### config.mk
export PLATFORM = sky130hd
export DESIGN_NAME = lgsf_map
export DESIGN_NICKNAME = d
export VERILOG_FILES = /design/src/sv/lgsf_pkg.sv /design/src/sv/lgsf_map.sv
export SDC_FILE = /design/constraint.sdc
export NUM_CORES = 1
export LEC_CHECK = 0
export BUFFER_PORTS_ARGS = -buffer_cell sky130_fd_sc_hd__buf_2
export CORE_ASPECT_RATIO = 0.75
export CORE_MARGIN = 3
export CORE_UTILIZATION = 56
export DETAILED_ROUTE_END_ITERATION = 12
export GPL_ROUTABILITY_DRIVEN = 0
export GPL_TIMING_DRIVEN = 0
export HOLD_SLACK_MARGIN = 0.02
export PLACE_DENSITY = 0.75
export SLEW_MARGIN = 10
export SYNTH_ARGS = -nofsm -noshare
export SYNTH_HDL_FRONTEND = slang
export SYNTH_SLANG_ARGS = --single-unit
### constraint.sdc
create_clock -name i_clk -period 3.4 [get_ports i_clk]
set_input_delay 0.68 -clock i_clk [delete_from_list [all_inputs] [get_ports i_clk]]
set_output_delay 0.68 -clock i_clk [all_outputs]
set_load 0.01 [all_outputs]
### src/sv/lgsf_pkg.sv
// ----------------------------------------------------------------------------
// lgsf_pkg: shared definitions for the linear gradient span fetch block
// Widths, register and operation codes, sequencer states and the status
// bundle passed from the index pipeline to the top level.
// ----------------------------------------------------------------------------
`default_nettype none

package lgsf_pkg;

    // Color table geometry (power-of-two sizes only)
    localparam int TABLE_AW   = 8;
    localparam int TABLE_SIZE = 1 << TABLE_AW;
    localparam int MAX_SPAN   = 64;

    // Field widths
    localparam int COORD_W   = 12;
    localparam int COUNT_W   = 7;
    localparam int TIDX_W    = 8;
    localparam int COLOR_W   = 32;
    localparam int STEP_W    = 32;
    localparam int MODE_W    = 2;
    localparam int CFG_IDX_W = 2;
    localparam int CFG_DAT_W = 32;

    // Position arithmetic, signed Q24.16 with 24 integer bits
    localparam int FRAC_W   = 16;
    localparam int POS_W    = 40;
    localparam int SCALED_W = POS_W + TABLE_AW;
    localparam int IDX_W    = SCALED_W - FRAC_W;
    localparam int MAG_W    = IDX_W;

    // Reflect works modulo 2N-1 = 2^(AW+1)-1: fold the magnitude in digits
    localparam int DIG_W  = TABLE_AW + 1;
    localparam int NDIG   = (MAG_W + DIG_W - 1) / DIG_W;
    localparam int FOLD_W = DIG_W + $clog2(NDIG);

    // Operations
    localparam logic OP_SPAN     = 1'b0;
    localparam logic OP_TABLE_WR = 1'b1;

    // Configuration register indexes
    localparam logic [CFG_IDX_W-1:0] CFG_STEP_X       = 2'd0;
    localparam logic [CFG_IDX_W-1:0] CFG_STEP_Y       = 2'd1;
    localparam logic [CFG_IDX_W-1:0] CFG_START_OFFSET = 2'd2;
    localparam logic [CFG_IDX_W-1:0] CFG_SPREAD_MODE  = 2'd3;

    // Spread modes (the unused code behaves as pad)
    localparam logic [MODE_W-1:0] SPREAD_PAD     = 2'd0;
    localparam logic [MODE_W-1:0] SPREAD_REPEAT  = 2'd1;
    localparam logic [MODE_W-1:0] SPREAD_REFLECT = 2'd2;

    typedef enum logic [2:0] {
        ST_IDLE,
        ST_MUL_X,
        ST_MUL_Y,
        ST_SUM,
        ST_LOAD,
        ST_RUN,
        ST_DRAIN
    } t_state;

    typedef struct packed {
        logic busy;      // any pixel still in the index stages
        logic rd_valid;  // table address ready for a read
        logic rd_last;   // that pixel closes the span
    } t_map_stat;

endpackage

`default_nettype wire

### src/sv/lgsf_map.sv
// ----------------------------------------------------------------------------
// lgsf_map: gradient position to color table address
// Four stages: scale and round, truncate to an index, fold the magnitude,
// reduce modulo 2N-1; the spread rule finishes on the last stage's output.
// ----------------------------------------------------------------------------
`default_nettype none

module lgsf_map
    import lgsf_pkg::*;
(
    input  wire logic                       i_clk,
    input  wire logic                       i_rst_n,
    input  wire logic                       i_adv,
    input  wire logic                       i_inject,
    input  wire logic                       i_last,
    input  wire logic signed [POS_W-1:0]    i_pos,
    input  wire logic        [MODE_W-1:0]   i_spread_mode,
    output logic             [TABLE_AW-1:0] o_addr,
    output t_map_stat                       o_stat
);

    localparam logic signed [SCALED_W-1:0] ROUND_HALF = SCALED_W'(1 << (FRAC_W - 1));
    localparam logic signed [SCALED_W-1:0] TRUNC_BIAS = SCALED_W'((1 << FRAC_W) - 1);
    localparam logic [DIG_W-1:0]           REFL_LIM   = '1;
    localparam logic [DIG_W-1:0]           TBL_N      = DIG_W'(TABLE_SIZE);

    function automatic logic [FOLD_W-1:0] fold_digits(input logic [MAG_W-1:0] m);
        logic [NDIG*DIG_W-1:0] p;
        logic [FOLD_W-1:0]     s;
        p = (NDIG*DIG_W)'(m);
        s = '0;
        for (int i = 0; i < NDIG; i++) begin
            s = s + FOLD_W'(p[i*DIG_W +: DIG_W]);
        end
        return s;
    endfunction

    // Stage A
    logic                       r_a_v, r_a_last;
    logic signed [SCALED_W-1:0] r_a_t;
    logic signed [SCALED_W-1:0] n_a_t;
    logic signed [SCALED_W-1:0] pos_ext;

    // Stage B
    logic                       r_b_v, r_b_last;
    logic signed [IDX_W-1:0]    r_b_idx;
    logic        [MAG_W-1:0]    r_b_mag;
    logic signed [SCALED_W-1:0] t_adj;
    logic signed [IDX_W-1:0]    n_b_idx;

    // Stage C
    logic                       r_c_v, r_c_last, r_c_refl, r_c_neg;
    logic [TABLE_AW-1:0]        r_c_sel;
    logic [FOLD_W-1:0]          r_c_sum;
    logic                       b_in_range;
    logic [TABLE_AW-1:0]        n_c_sel;
    logic                       n_c_refl;

    // Stage D
    logic                       r_d_v, r_d_last, r_d_refl, r_d_neg;
    logic [TABLE_AW-1:0]        r_d_sel;
    logic [DIG_W-1:0]           r_d_rem;
    logic [DIG_W:0]             fold2;
    logic [DIG_W-1:0]           n_d_rem;

    logic [DIG_W-1:0]           mir_a, mir_b;

    // Stage A: pos*(N-1) + 1/2 as shift and subtract
    assign pos_ext = SCALED_W'(i_pos);
    assign n_a_t   = (pos_ext <<< TABLE_AW) - pos_ext + ROUND_HALF;

    // Stage B: divide by 2^16 truncating toward zero
    assign t_adj   = r_a_t[SCALED_W-1] ? (r_a_t + TRUNC_BIAS) : r_a_t;
    assign n_b_idx = t_adj[SCALED_W-1:FRAC_W];

    // Stage C: clamp or wrap for pad and repeat; flag reflect
    assign b_in_range = !r_b_idx[IDX_W-1] && (r_b_idx[IDX_W-1:TABLE_AW] == '0);

    always_comb begin
        n_c_sel  = r_b_idx[TABLE_AW-1:0];
        n_c_refl = 1'b0;
        if (!b_in_range) begin
            case (i_spread_mode)
                SPREAD_REPEAT: begin
                    n_c_sel = r_b_idx[TABLE_AW-1:0];
                end
                SPREAD_REFLECT: begin
                    n_c_refl = 1'b1;
                end
                default: begin
                    n_c_sel = r_b_idx[IDX_W-1] ? '0 : '1;
                end
            endcase
        end
    end

    // Stage D: second fold and final correction gives |idx| mod (2N-1)
    assign fold2   = (DIG_W+1)'(r_c_sum[DIG_W-1:0]) + (DIG_W+1)'(r_c_sum >> DIG_W);
    assign n_d_rem = (fold2 >= (DIG_W+1)'(REFL_LIM)) ? DIG_W'(fold2 - (DIG_W+1)'(REFL_LIM))
                                                     : fold2[DIG_W-1:0];

    // Mirror: negative side wraps up from the limit, upper half folds back
    assign mir_a  = (r_d_neg && (r_d_rem != '0)) ? (REFL_LIM - r_d_rem) : r_d_rem;
    assign mir_b  = (mir_a >= TBL_N) ? (REFL_LIM - mir_a) : mir_a;
    assign o_addr = r_d_refl ? mir_b[TABLE_AW-1:0] : r_d_sel;

    always_ff @(posedge i_clk) begin
        if (!i_rst_n) begin
            r_a_v <= 1'b0;
            r_b_v <= 1'b0;
            r_c_v <= 1'b0;
            r_d_v <= 1'b0;
        end else if (i_adv) begin
            r_a_v <= i_inject;
            r_b_v <= r_a_v;
            r_c_v <= r_b_v;
            r_d_v <= r_c_v;
        end
    end

    always_ff @(posedge i_clk) begin
        if (i_adv) begin
            r_a_t    <= n_a_t;
            r_a_last <= i_last;

            r_b_idx  <= n_b_idx;
            r_b_mag  <= n_b_idx[IDX_W-1] ? MAG_W'(-n_b_idx) : MAG_W'(n_b_idx);
            r_b_last <= r_a_last;

            r_c_sum  <= fold_digits(r_b_mag);
            r_c_sel  <= n_c_sel;
            r_c_refl <= n_c_refl;
            r_c_neg  <= r_b_idx[IDX_W-1];
            r_c_last <= r_b_last;

            r_d_rem  <= n_d_rem;
            r_d_sel  <= r_c_sel;
            r_d_refl <= r_c_refl;
            r_d_neg  <= r_c_neg;
            r_d_last <= r_c_last;
        end
    end

    assign o_stat.busy     = r_a_v | r_b_v | r_c_v | r_d_v;
    assign o_stat.rd_valid = r_d_v;
    assign o_stat.rd_last  = r_d_last;

endmodule

`default_nettype wire

* Word level (Yosys, flattened, before mapping) *
Cells that the tools add are included.

operators by class
  order comparisons = 2
  add/sub/neg operators = 11
  equal/unequal tests = 2
  muxes and demuxes = 10
  reductions and logical operators = 6
  bitwise logic cells = 3

operator list
  cell                                                   number
  adder 48 x 17 -> 48 bit (second input constant)        2
  two-way mux 48 bit                                     1
  subtractor 48 x 40 -> 48 bit                           1
  two-way mux 8 bit                                      5
  negator 32 bit                                         1
  two-way mux 31 bit                                     1
  zero test 24 bit                                       1
  two-way mux 9 bit                                      2
  adder 10 x 9 -> 11 bit                                 1
  adder 11 x 5 -> 11 bit                                 1
  adder 9 x 2 -> 10 bit                                  1
  adder 9 x 9 -> 10 bit                                  1
  >= comparator 10 x 9 -> 1 bit (second input constant)  1
  >= comparator 9 bit (second input constant)            1
  nonzero test 9 bit                                     1
  subtractor 9 bit (first input constant)                1
  subtractor 9 bit (second input constant)               1
  subtractor 8 bit (first input constant)                1
  bitwise OR 1 bit                                       3
  == test 2 x 1 -> 1 bit (second input constant)         1
  == test 2 bit (second input constant)                  1
  logical AND 1 bit                                      2
  OR reduction 2 bit                                     1
  zero test 1 bit                                        1
  two-way mux 1 bit                                      1

storage, ports and cells
  word-level logic and storage cells = 54
  input port bits = 47
  register bits after elaboration = 160
  output and inout port bits = 11

* Longest topological paths before layout *
Gate-level depths: netlist (run 1).

  word-level depth = 6
  mapped depth = 14

* Least setup slack after synthesis (run 1) *
OpenSTA, ideal clock, no wires.

  path type = in2reg
  start point = input port i_pos[18]
  end point = register r_a_t[47], data pin
  stages = 12
  arrival = 3120 ps
  data required time = 3138 ps
  path buffers = 0
  setup time = 262 ps
  setup slack = 18 ps
  cells stage by stage = inv_1 > ha_1 > ha_1 > a21o_1 > a2111o_1 > o221ai_1 > nand3_1 > a21oi_2 > o211ai_2 > a2111oi_0 > o21bai_1 > xor2_1

between the ends
  word-level cells in the longest chain between the ends = 2

RTL lines
  element                       RTL line         source
  from (decl)                   lgsf_map.sv:16   input wire logic signed [POS_W-1:0] i_pos,
  subtractor 48 x 40 -> 48 bit  lgsf_map.sv:70   assign n_a_t = (pos_ext <<< TABLE_AW) - pos_ext + ROUND_HALF;
  adder 48 x 17 -> 48 bit       lgsf_map.sv:70
  named net n_a_t[47]           lgsf_map.sv:41   logic signed [SCALED_W-1:0] n_a_t;
  to (signal assigned)          lgsf_map.sv:123  r_a_t <= n_a_t;
  to (decl)                     lgsf_map.sv:40   logic signed [SCALED_W-1:0] r_a_t;

The timed path passes the listed nets, and every way through them passes these cells.
A chain may end at the register's enable or synchronous reset.

* Final worst setup path (run 1) *
  start point = input port i_pos[29]
  end point = register r_a_t[46], data pin

The elaborated chain is that of the path after synthesis.

==> results of run 1 <==
## metrics by stage
step,total power [mW],instance area [sq um],hold WS (ns),instances
after floorplan,5.06,10400,0.400,953
after global placement,5.65,11000,0.401,1252
after detailed placement,5.76,11000,0.405,1253
after CTS,7.96,11800,0.414,1286
after global routing,8.58,11900,0.413,1285
final,8.04,11900,0.419,1285
## state kept, by name, indices dropped and copies added (netlist names), 8 cells and up
signal / flops
r_c_sum: 11
r_d_sel: 8
r_b_idx: 32
r_d_rem: 9
r_a_t: 48
r_b_mag: 31
r_c_sel: 8
## timing repair
action                                  4_1_cts  5_1_grt
hold endpoints to repair                      0        0
gates cloned                                  0        0
pin swaps                                     3        7
endpoints found under the setup margin        6       18
setup buffers                                 1        3
gates resized for setup                       7       26
## power breakdown
part           internal (mW)  leakage, nW  switching [mW]  total (mW)
Combinational           1.28         2.99            1.58        2.86
Clock                   1.33        0.325           0.797        2.13
Sequential              2.77         1.53           0.287        3.05
Total                   5.38         4.85            2.66        8.04
## synthesized netlist by cell type (4+ instances only)
| master | instances |
|---|---|
| nand2_1 | 54 |
| nand2b_1 | 5 |
| dfxtp_1 | 4 |
| a211oi_1 | 5 |
| and4_1 | 4 |
| nor4_2 | 7 |
| a31oi_1 | 14 |
| mux2i_1 | 5 |
| a21oi_1 | 68 |
| or2_2 | 4 |
| nor4_1 | 10 |
| inv_1 | 62 |
| nand3_1 | 28 |
| ha_1 | 98 |
| fa_1 | 15 |
| nor2_1 | 68 |
| nor3_1 | 20 |
| o21a_1 | 5 |
| edfxtp_1 | 153 |
| nand4_1 | 16 |
| and3_1 | 13 |
| o21ai_0 | 20 |
| and2_1 | 5 |
| o21bai_1 | 11 |
| xor2_1 | 54 |
| a21o_1 | 30 |
| or3_1 | 6 |
| nor2b_1 | 9 |
| xnor2_1 | 75 |
| clkbuf_1 | 22 |
## logic make-up after synthesis
group,count (synthesis),share of synthesized area [%]
simple gates,263,13.2
fa+ha+maj,114,14.7
xor+xnor,129,10.8
mux,6,0.588
flops,157,44.8
compound gates,195,12.5
buf+inv,89,3.31
## per-layer routing
metal	vias up	share of wire, %
li1	3659	-
met1	3520	47
met2	218	46
met3	21	5.9
met4	0	1.2
met5	-	0
## cell type report
class / count / area, sq um
Fill cell: 1409 / 6100
Clock inverter: 15 / 244
Inverter: 62 / 236
Multi-Input combinational cell: 707 / 5540
Tap cell: 242 / 303
Buffer: 23 / 97.6
Clock buffer: 17 / 425
Timing Repair Buffer: 62 / 349
Sequential cell: 157 / 4670
## worst paths after layout
path | endpoint | slack, ns | depth (start not counted)
worst max register to register | r_b_mag[28] | 0.15 | 10
worst max-delay path | r_a_t[46] | 0.11 | 14
worst min register to register | r_d_sel[3] | 0.42 | 0
worst min-delay path | r_d_sel[3] | 0.42 | 0
## critical path, stage by stage
cell	delay (ns)
buf_2	0.11
inv_1	0.05
ha_1	0.27
ha_1	0.29
clkbuf_1	0.19
a21o_1	0.21
a21o_1	0.18
a21oi_2	0.20
nand2_1	0.08
a2111o_1	0.44
a41oi_4	0.26
o21bai_1	0.13
a41oi_1	0.26
xnor2_1	0.11
==> metrics.txt, run 1 <==
status=completed; CTS tree=built; Row Count=42; Max VDD drop=a little over 400 uV; Mapped Nets=roughly 1100; Power Density=678 mW/mm^2; Clock Pin Slew Worst Setup and Hold Paths=0.06 ns; Die Footprint=0.0203 sq mm; final hold violations=0; ANT cells=0; Tcrit/Tclk final=96.9%; initial antenna violation count=0; grt met3 use=~4.0%; Critical R2R Launch=r_a_t[12]; drt first pass iters=5; leading area contributor after synthesis=edfxtp_1; Port-buffer cells=57; crit path launch=i_pos[29]; worst min path class=flip-flop to flip-flop; Fmax achieved=304 MHz; Cells after Synth=953; Worst Path Arrival=roughly 3.5 ns; grt ovf=0; hold_sp=r_c_sel[3]; CP Max Fanout=7; met1 Use GR=31.9%; unrepaired setup endpoints after global routing=true; CTS Buffer Depth=2; Synth Flop Type=edfxtp_1; # setup viols final=0; Syn Area/Cell=10.9 sq um; clock sinks=157; Clk Latency, worst-skew pair=around 0.42 ns; core area=0.0180 sq mm; Slew @ Worst Pin=0.759 ns; Post-synth EDFFs=about 150; # H-tree levels=4; post-route clock skew=0.0106 ns; Routed WL=21.9 mm; synthesized area=0.0104 sq mm; drt wl/cell=approximately 17 um; GRT Resource Usage Total=22.4%; area delta synth->final=13.8%; final worst slack=0.106 ns; crit start category=input port; CTS Root Cell=clkbuf_16; Slew headroom=49.4%; Hold Buf Count CTS=0; Final #Nets=1190; Top Usage Layer GRT=met2; drc violations=0; layout cells sized above 1=14.9%; I/O Pins=58; static leakage=4.85 nW; number of global-route vias before repair=6891; share of the synthesized area in the top cell type=44.1%; Die Span Y=between 100 and 150 um; die width=164 um; Routed Antenna Nets=0; fin util=66.0%; Worst Setup End Kind=flip-flop; synth top area cells=edfxtp_1 (44%), ha_1 (12%), xnor2_1 (6.3%), xor2_1 (4.5%), a21oi_1 (3.3%); FF+latch count, synth=around 160; most frequent cells in the layout=edfxtp_1 (153), ha_1 (93), xnor2_1 (75), nor2_1 (67); GR met2 Demand/Resource=36.1%; first-pass GRT wire length=~35 mm; routed via count=7418; CTS Buf Count=17; Crit Path Category=input port to flip-flop; distinct cell type count after synthesis=a little over 70; largest net degree at the start of global routing=85; maxcap violations=0; Tmin final=approximately 3.3 ns; Starting Density=58.0%; vias per cell=5.77; Worst Path Required=3.56 ns; leading cell type in the layout, fill and taps excluded=edfxtp_1; initial drt markers=613; final setup TNS=0 ns; count of pins over their slew limit=0; yosys warns=0; Post-DP HPWL=16.6 mm; Place WS=-0.690 ns; asr flop ratio synth=0%; sequential cell area fraction in the yosys report=44.8%
No activity file was read; power rests on OpenSTA's default activity.
==> inputs of run 2 (changes only) <==
--- a/config.mk
+++ b/config.mk
@@ -5,15 +5,15 @@
 export SDC_FILE = /design/constraint.sdc
 export NUM_CORES = 1
 export LEC_CHECK = 0
+export ABC_AREA = 1
 export BUFFER_PORTS_ARGS = -buffer_cell sky130_fd_sc_hd__buf_2
 export CORE_ASPECT_RATIO = 0.75
 export CORE_MARGIN = 3
-export CORE_UTILIZATION = 56
+export CORE_UTILIZATION = 57
 export DETAILED_ROUTE_END_ITERATION = 12
-export GPL_ROUTABILITY_DRIVEN = 0
 export GPL_TIMING_DRIVEN = 0
 export HOLD_SLACK_MARGIN = 0.02
-export PLACE_DENSITY = 0.75
+export PLACE_DENSITY = 0.76
 export SLEW_MARGIN = 10
 export SYNTH_ARGS = -nofsm -noshare
 export SYNTH_HDL_FRONTEND = slang
==> run 2 against run 1 <==
Against the previous run:
- core utilization shrank 1.2 points
- synthesized cell count grew 39%
- sequential share of layout area shrank 2.5 points
- power shrank 2.3%
- final area grew 6.8%
- first-iteration DRC count grew 36%
- register-to-register slack gained 0.04 ns
- critical path depth shrank 1
- critical path type unchanged
==> metrics.txt, run 2 <==
status=completed; GPL Wtd Cong=0.954; CP Max Fanout=5; worst min path class=flip-flop to flip-flop; leading cell type in the layout, fill and taps excluded=nand2_1; largest registers=r_a_t (48), r_b_idx (32), r_b_mag (31); die width=170 um; I/O Pins=58; Routed WL=26.8 mm; asr flop ratio synth=0%; drt first pass iters=5; vias per cell=5.40; CTS Buf Count=17; CTS tree=built; synthesized area=0.0114 sq mm; Power Density=620 mW/mm^2; Place WS=-0.161 ns; Clock Pin Slew Worst Setup and Hold Paths=0.07 ns; Starting Density=between 50% and 60%; GRT Resource Usage Total=25.5%; Crit Path Category=input port to flip-flop; maxcap violations=0; final hold violations=0; distinct cell type count after synthesis=52; clock sinks=157; Slew @ Worst Pin=around 0.80 ns; Tcrit/Tclk final=96.9%; number of global-route vias before repair=8493; Row Count=44; initial antenna violation count=0; grt ovf=0; # setup viols final=0; largest net degree at the start of global routing=114; drc violations=0; Reg with most FFs=r_a_t; synth top area cells=edfxtp_1 (40%), ha_1 (11%), nand2_1 (9.7%), inv_1 (5.7%), xor2_1 (4.7%); CTS Buffer Depth=2; share of the synthesized area in the top cell type=40.2%; Syn Area/Cell=8.64 sq um; leading area contributor after synthesis=edfxtp_1; post-route clock skew=about 0.013 ns; drt wl/cell=roughly 16 um; Port-buffer cells=57; final worst slack=0.105 ns; Power, Total=7.85 mW; # H-tree levels=4; Worst R2R Setup Slack=0.19 ns; layout cells sized above 1=12.0%; ANT cells=0; unrepaired setup endpoints after global routing=false; Synth Flop Type=edfxtp_1; Worst Path Arrival=approximately 3.5 ns; Post-synth EDFFs=between 150 and 200; Die Span Y=129 um; Routed Antenna Nets=0; static leakage=a little under 6 nW; count of pins over their slew limit=0; Clk Latency, worst-skew pair=0.44 ns; most frequent cells in the layout=nand2_1 (295), inv_1 (175), edfxtp_1 (153), nor2_1 (141), ha_1 (98); initial drt markers=836; max reg flops=48; Worst Path Required=3.58 ns; Final #Nets=1561; list of most frequent post-synthesis cells=nand2_1 (295), inv_1 (175), edfxtp_1 (153), nor2_1 (141), ha_1 (98); core area=around 0.020 sq mm; Tmin final=3.30 ns; FF+latch count, synth=157; area delta synth->final=10.7%; crit start category=input port; CTS Root Cell=clkbuf_16; Slew headroom=45.9%; top-count cell post-synth=nand2_1; Die Footprint=0.0218 sq mm; sequential cell area fraction in the yosys report=40.9%; final setup TNS=0 ns; Worst Setup End Kind=flip-flop; Hold Buf Count CTS=0; yosys warns=0; Max VDD drop=around 310 uV; Fmax achieved=303 MHz; Mapped Nets=between 1000 and 1500; routed via count=9008; Post-DP HPWL=approximately 22 mm; Non-Filler Instances=1667; Placed Instances=about 1600; first-pass GRT wire length=43.3 mm; hold_ws=0.420 ns; Cells after Synth=1324
[run 2: changes by cell type after synthesis, moves of 30 or more]
cell     change
nand2_1    +241
inv_1      +113
nor2_1      +73
xnor2_1     -43
nand3_1     +30
[run 2: kinds of logic after synthesis]
logic type / count (synthesis) / share of synthesized area [%]
fa+ha+maj: 113 / 13.3
buf+inv: 197 / 6.73
compound gates: 150 / 7.52
flops: 157 / 40.9
simple gates: 611 / 24.0
xor+xnor: 96 / 7.55
[run 2: power by group]
part / internal, mW / switching, mW
combinational: 1.13 / 1.81
clock: 1.04 / 0.847
sequential: 2.75 / 0.276
[run 2: through the flow]
stage / util (%) / instance area [sq um]
floorplan: - / 11400
finish: 64.8 / 12700
CTS: 64.8 / 12700
global placement: 61.6 / 12000
detailed placement: 61.8 / 12100
global route: 64.8 / 12700
[run 2: per-layer routing]
metal / vias up / GRT usage, % / wire length [um]
met4: 0 / 5.48 / 225
met3: 29 / 6.60 / 2220
met1: 4094 / 38.0 / 13200
li1: 4590 / - / -
met5: - / 0 / 0
met2: 295 / 37.7 / 11100
[run 2: path summary, 6_finish.rpt]
path                    from         end  depth (start not counted)
setup / recovery   i_pos[19]   r_a_t[45]                         13
hold / removal    r_c_sel[4]  r_d_sel[4]                          0
setup reg to reg  r_b_mag[1]  r_c_sum[9]                         13
hold reg to reg   r_c_sel[4]  r_d_sel[4]                          0
[run 2: worst max-delay path, cell delays in order]
cell and delay [ns]:
buf_2 0.10, inv_1 0.06, ha_1 0.30, ha_1 0.38
nand2_1 0.14, nor2_1 0.25, nand2_1 0.11, nor4_1 0.63
nand3_1 0.17, nand3_1 0.25, a21o_1 0.18, a21oi_1 0.08
xor2_1 0.14
[run 2: final cells by class]
| class | count | area, sq um |
|---|---|---|
| Clock buffer | 18 | 429 |
| Inverter | 186 | 698 |
| Multi-Input combinational cell | 970 | 6000 |
| Timing Repair Buffer | 58 | 323 |
| Clock inverter | 14 | 154 |
| Sequential cell | 157 | 4670 |
| Buffer | 11 | 71.3 |
| Fill cell | 1672 | 6870 |
| Tap cell | 253 | 317 |
[run 2: repair_timing]
action                                  in CTS  in global routing
resized for setup                            0                  2
endpoints found under the hold margin        0                  0
setup buffers                                0                  0
endpoints found under the setup margin       0                  1
==> inputs of run 3 (changes only) <==
--- a/config.mk
+++ b/config.mk
@@ -5,15 +5,14 @@
 export SDC_FILE = /design/constraint.sdc
 export NUM_CORES = 1
 export LEC_CHECK = 0
-export ABC_AREA = 1
 export BUFFER_PORTS_ARGS = -buffer_cell sky130_fd_sc_hd__buf_2
 export CORE_ASPECT_RATIO = 0.75
 export CORE_MARGIN = 3
-export CORE_UTILIZATION = 57
+export CORE_UTILIZATION = 56
 export DETAILED_ROUTE_END_ITERATION = 12
 export GPL_TIMING_DRIVEN = 0
 export HOLD_SLACK_MARGIN = 0.02
-export PLACE_DENSITY = 0.76
+export PLACE_DENSITY = 0.75
 export SLEW_MARGIN = 10
 export SYNTH_ARGS = -nofsm -noshare
 export SYNTH_HDL_FRONTEND = slang
==> run 3 against run 2 <==
Against the previous run:
- sequential power hardly changed
- worst hold slack got worse by 0.0014 ns
- combinational power shrank 5%
- critical path type unchanged
- fmax fell by 0.31%
- core utilization rose by 0.49 points
- worst setup slack worse by 0.010 ns
==> metrics.txt, run 3 (same netlist as run 1, synthesis figures left out) <==
max reg flops=48; initial drt markers=520; Routed WL=21.6 mm; die width=between 150 and 200 um; routed via count=7345; Die Footprint=0.0203 sq mm; Die Span Y=124 um; largest net degree at the start of global routing=99; fin area=0.0117 sq mm; Post-DP HPWL=16.7 mm; leading cell type in the layout, fill and taps excluded=edfxtp_1; Power Density=652 mW/mm^2; Clock Pin Slew Worst Setup and Hold Paths=0.06 ns; core area=0.0180 sq mm; Slew headroom=53.6%; worst min path class=flip-flop to flip-flop; count of pins over their slew limit=0; Net Sw Frac=34.1%; Worst Setup End Kind=flip-flop; area delta synth->final=12.6%; drt first pass iters=5; Clk Latency, worst-skew pair=0.43 ns; # H-tree levels=4; unrepaired setup endpoints after global routing=true; CTS Buf Count=17; CP Max Fanout=7; ANT cells=0; Reg power frac=39.8%; Port-buffer cells=57; Starting Density=roughly 58%; final worst slack=0.0944 ns; Place WS=-0.697 ns; CTS Buffer Depth=2; Tcrit/Tclk final=97.2%; crit start category=input port; # setup viols final=0; Reg with most FFs=r_a_t; drc violations=0; drt wl/cell=16.8 um; number of global-route vias before repair=between 6000 and 7000; layout cells sized above 1=approximately 14%; Hold Buf Count CTS=0; fillers=1427; GPL Wtd Cong=just over 0.9; Max VDD drop=327 uV; Routed Antenna Nets=0; Row Count=42; CTS tree=built; final setup TNS=0 ns; Critical R2R Launch=r_b_mag[19]; maxcap violations=0; status=completed; Tmin final=3.31 ns; most frequent cells in the layout=edfxtp_1 (153), ha_1 (93), xnor2_1 (75), nor2_1 (67), inv_1 (62); hold_sp=r_c_sel[4]; Non-Filler Instances=1286; Worst Path Arrival=3.55 ns; first-pass GRT wire length=34.8 mm; Fmax achieved=303 MHz; clock sinks=157; power share of the clock group=23.6%; final hold violations=0; I/O Pins=58; GRT Resource Usage Total=between 20% and 30%; vias per cell=5.71; Crit Path Category=input port to flip-flop; CTS Root Cell=clkbuf_16; switching power=2.61 mW; Comb power frac=between 30 and 40%; Slew @ Worst Pin=0.692 ns; hold_ws=0.419 ns; largest registers=r_a_t (48), r_b_idx (32), r_b_mag (31); grt ovf=0; Worst Path Required=3.64 ns; Final #Nets=1191; initial antenna violation count=1; post-route clock skew=0.0188 ns; crit path launch=i_pos[16]; internal power=5.04 mW; Placed Instances=about 1300; static leakage=4.81 nW; cell area after placement=0.0110 sq mm
==> run 3: metrics by stage <==
step | power, mW | util [%]
2_1_floorplan | 5.06 | -
3_3_place_gp | 5.67 | 61.3
3_5_place_dp | 5.75 | 61.5
4_1_cts | 7.59 | 64.7
5_1_grt | 8.21 | 65.3
6_report | 7.65 | 65.3
==> run 3: worst max-delay path, stage by stage <==
cell	delay [ns]
buf_2	0.10
inv_1	0.07
ha_1	0.29
ha_1	0.29
clkbuf_1	0.18
a2111o_1	0.42
o221ai_1	0.20
nand3_2	0.22
a21oi_4	0.27
o211ai_2	0.16
a2111oi_2	0.30
o21bai_2	0.17
xor2_1	0.20
==> run 3: worst paths after layout <==
path           endpoint  slack (ns)  cells after the start
max           r_a_t[47]        0.09                     13
min          r_d_sel[4]        0.42                      0
max reg2reg  r_c_sum[9]        0.17                     12
min reg2reg  r_d_sel[4]        0.42                      0
==> run 3: repair_timing <==
| action | CTS | global route |
|---|---|---|
| setup endpoints to repair | 1 | 19 |
| pin swaps | 0 | 8 |
| gates resized for setup | 3 | 23 |
| setup buffers | 0 | 4 |
==> run 3: area by class of cell <==
class                      instances  area (sq um)  share of cell area, %
buffer                            24           101                  0.863
clock buffer                      18           429                   3.66
clock inverter                    14           134                   1.14
inverter                          62           233                   1.98
multi-input combinational        707          5520                   47.0
sequential                       157          4670                   39.8
tap                              242           303                   2.58
timing repair buffer              62           349                   2.97
==> run 3: layer usage <==
metal | vias up | track usage, % | share of wire [%]
met1 | 3486 | 31.7 | 49
met5 | - | 0 | 0.060
met4 | 2 | 4.17 | 0.68
li1 | 3657 | - | -
met2 | 185 | 35.0 | 45
met3 | 15 | 5.02 | 5.5
==> run 3: power groups by stage <==
| stage | Combinational (mW) | Sequential (mW) | Clock, mW |
|---|---|---|---|
| floorplan | 2.06 | 3.00 | 0 |
| global placement | 2.59 | 3.07 | 0 |
| detailed placement | 2.66 | 3.08 | 0 |
| CTS | 2.70 | 3.05 | 1.84 |
| global route | 3.19 | 3.10 | 1.92 |
| finish | 2.80 | 3.05 | 1.80 |
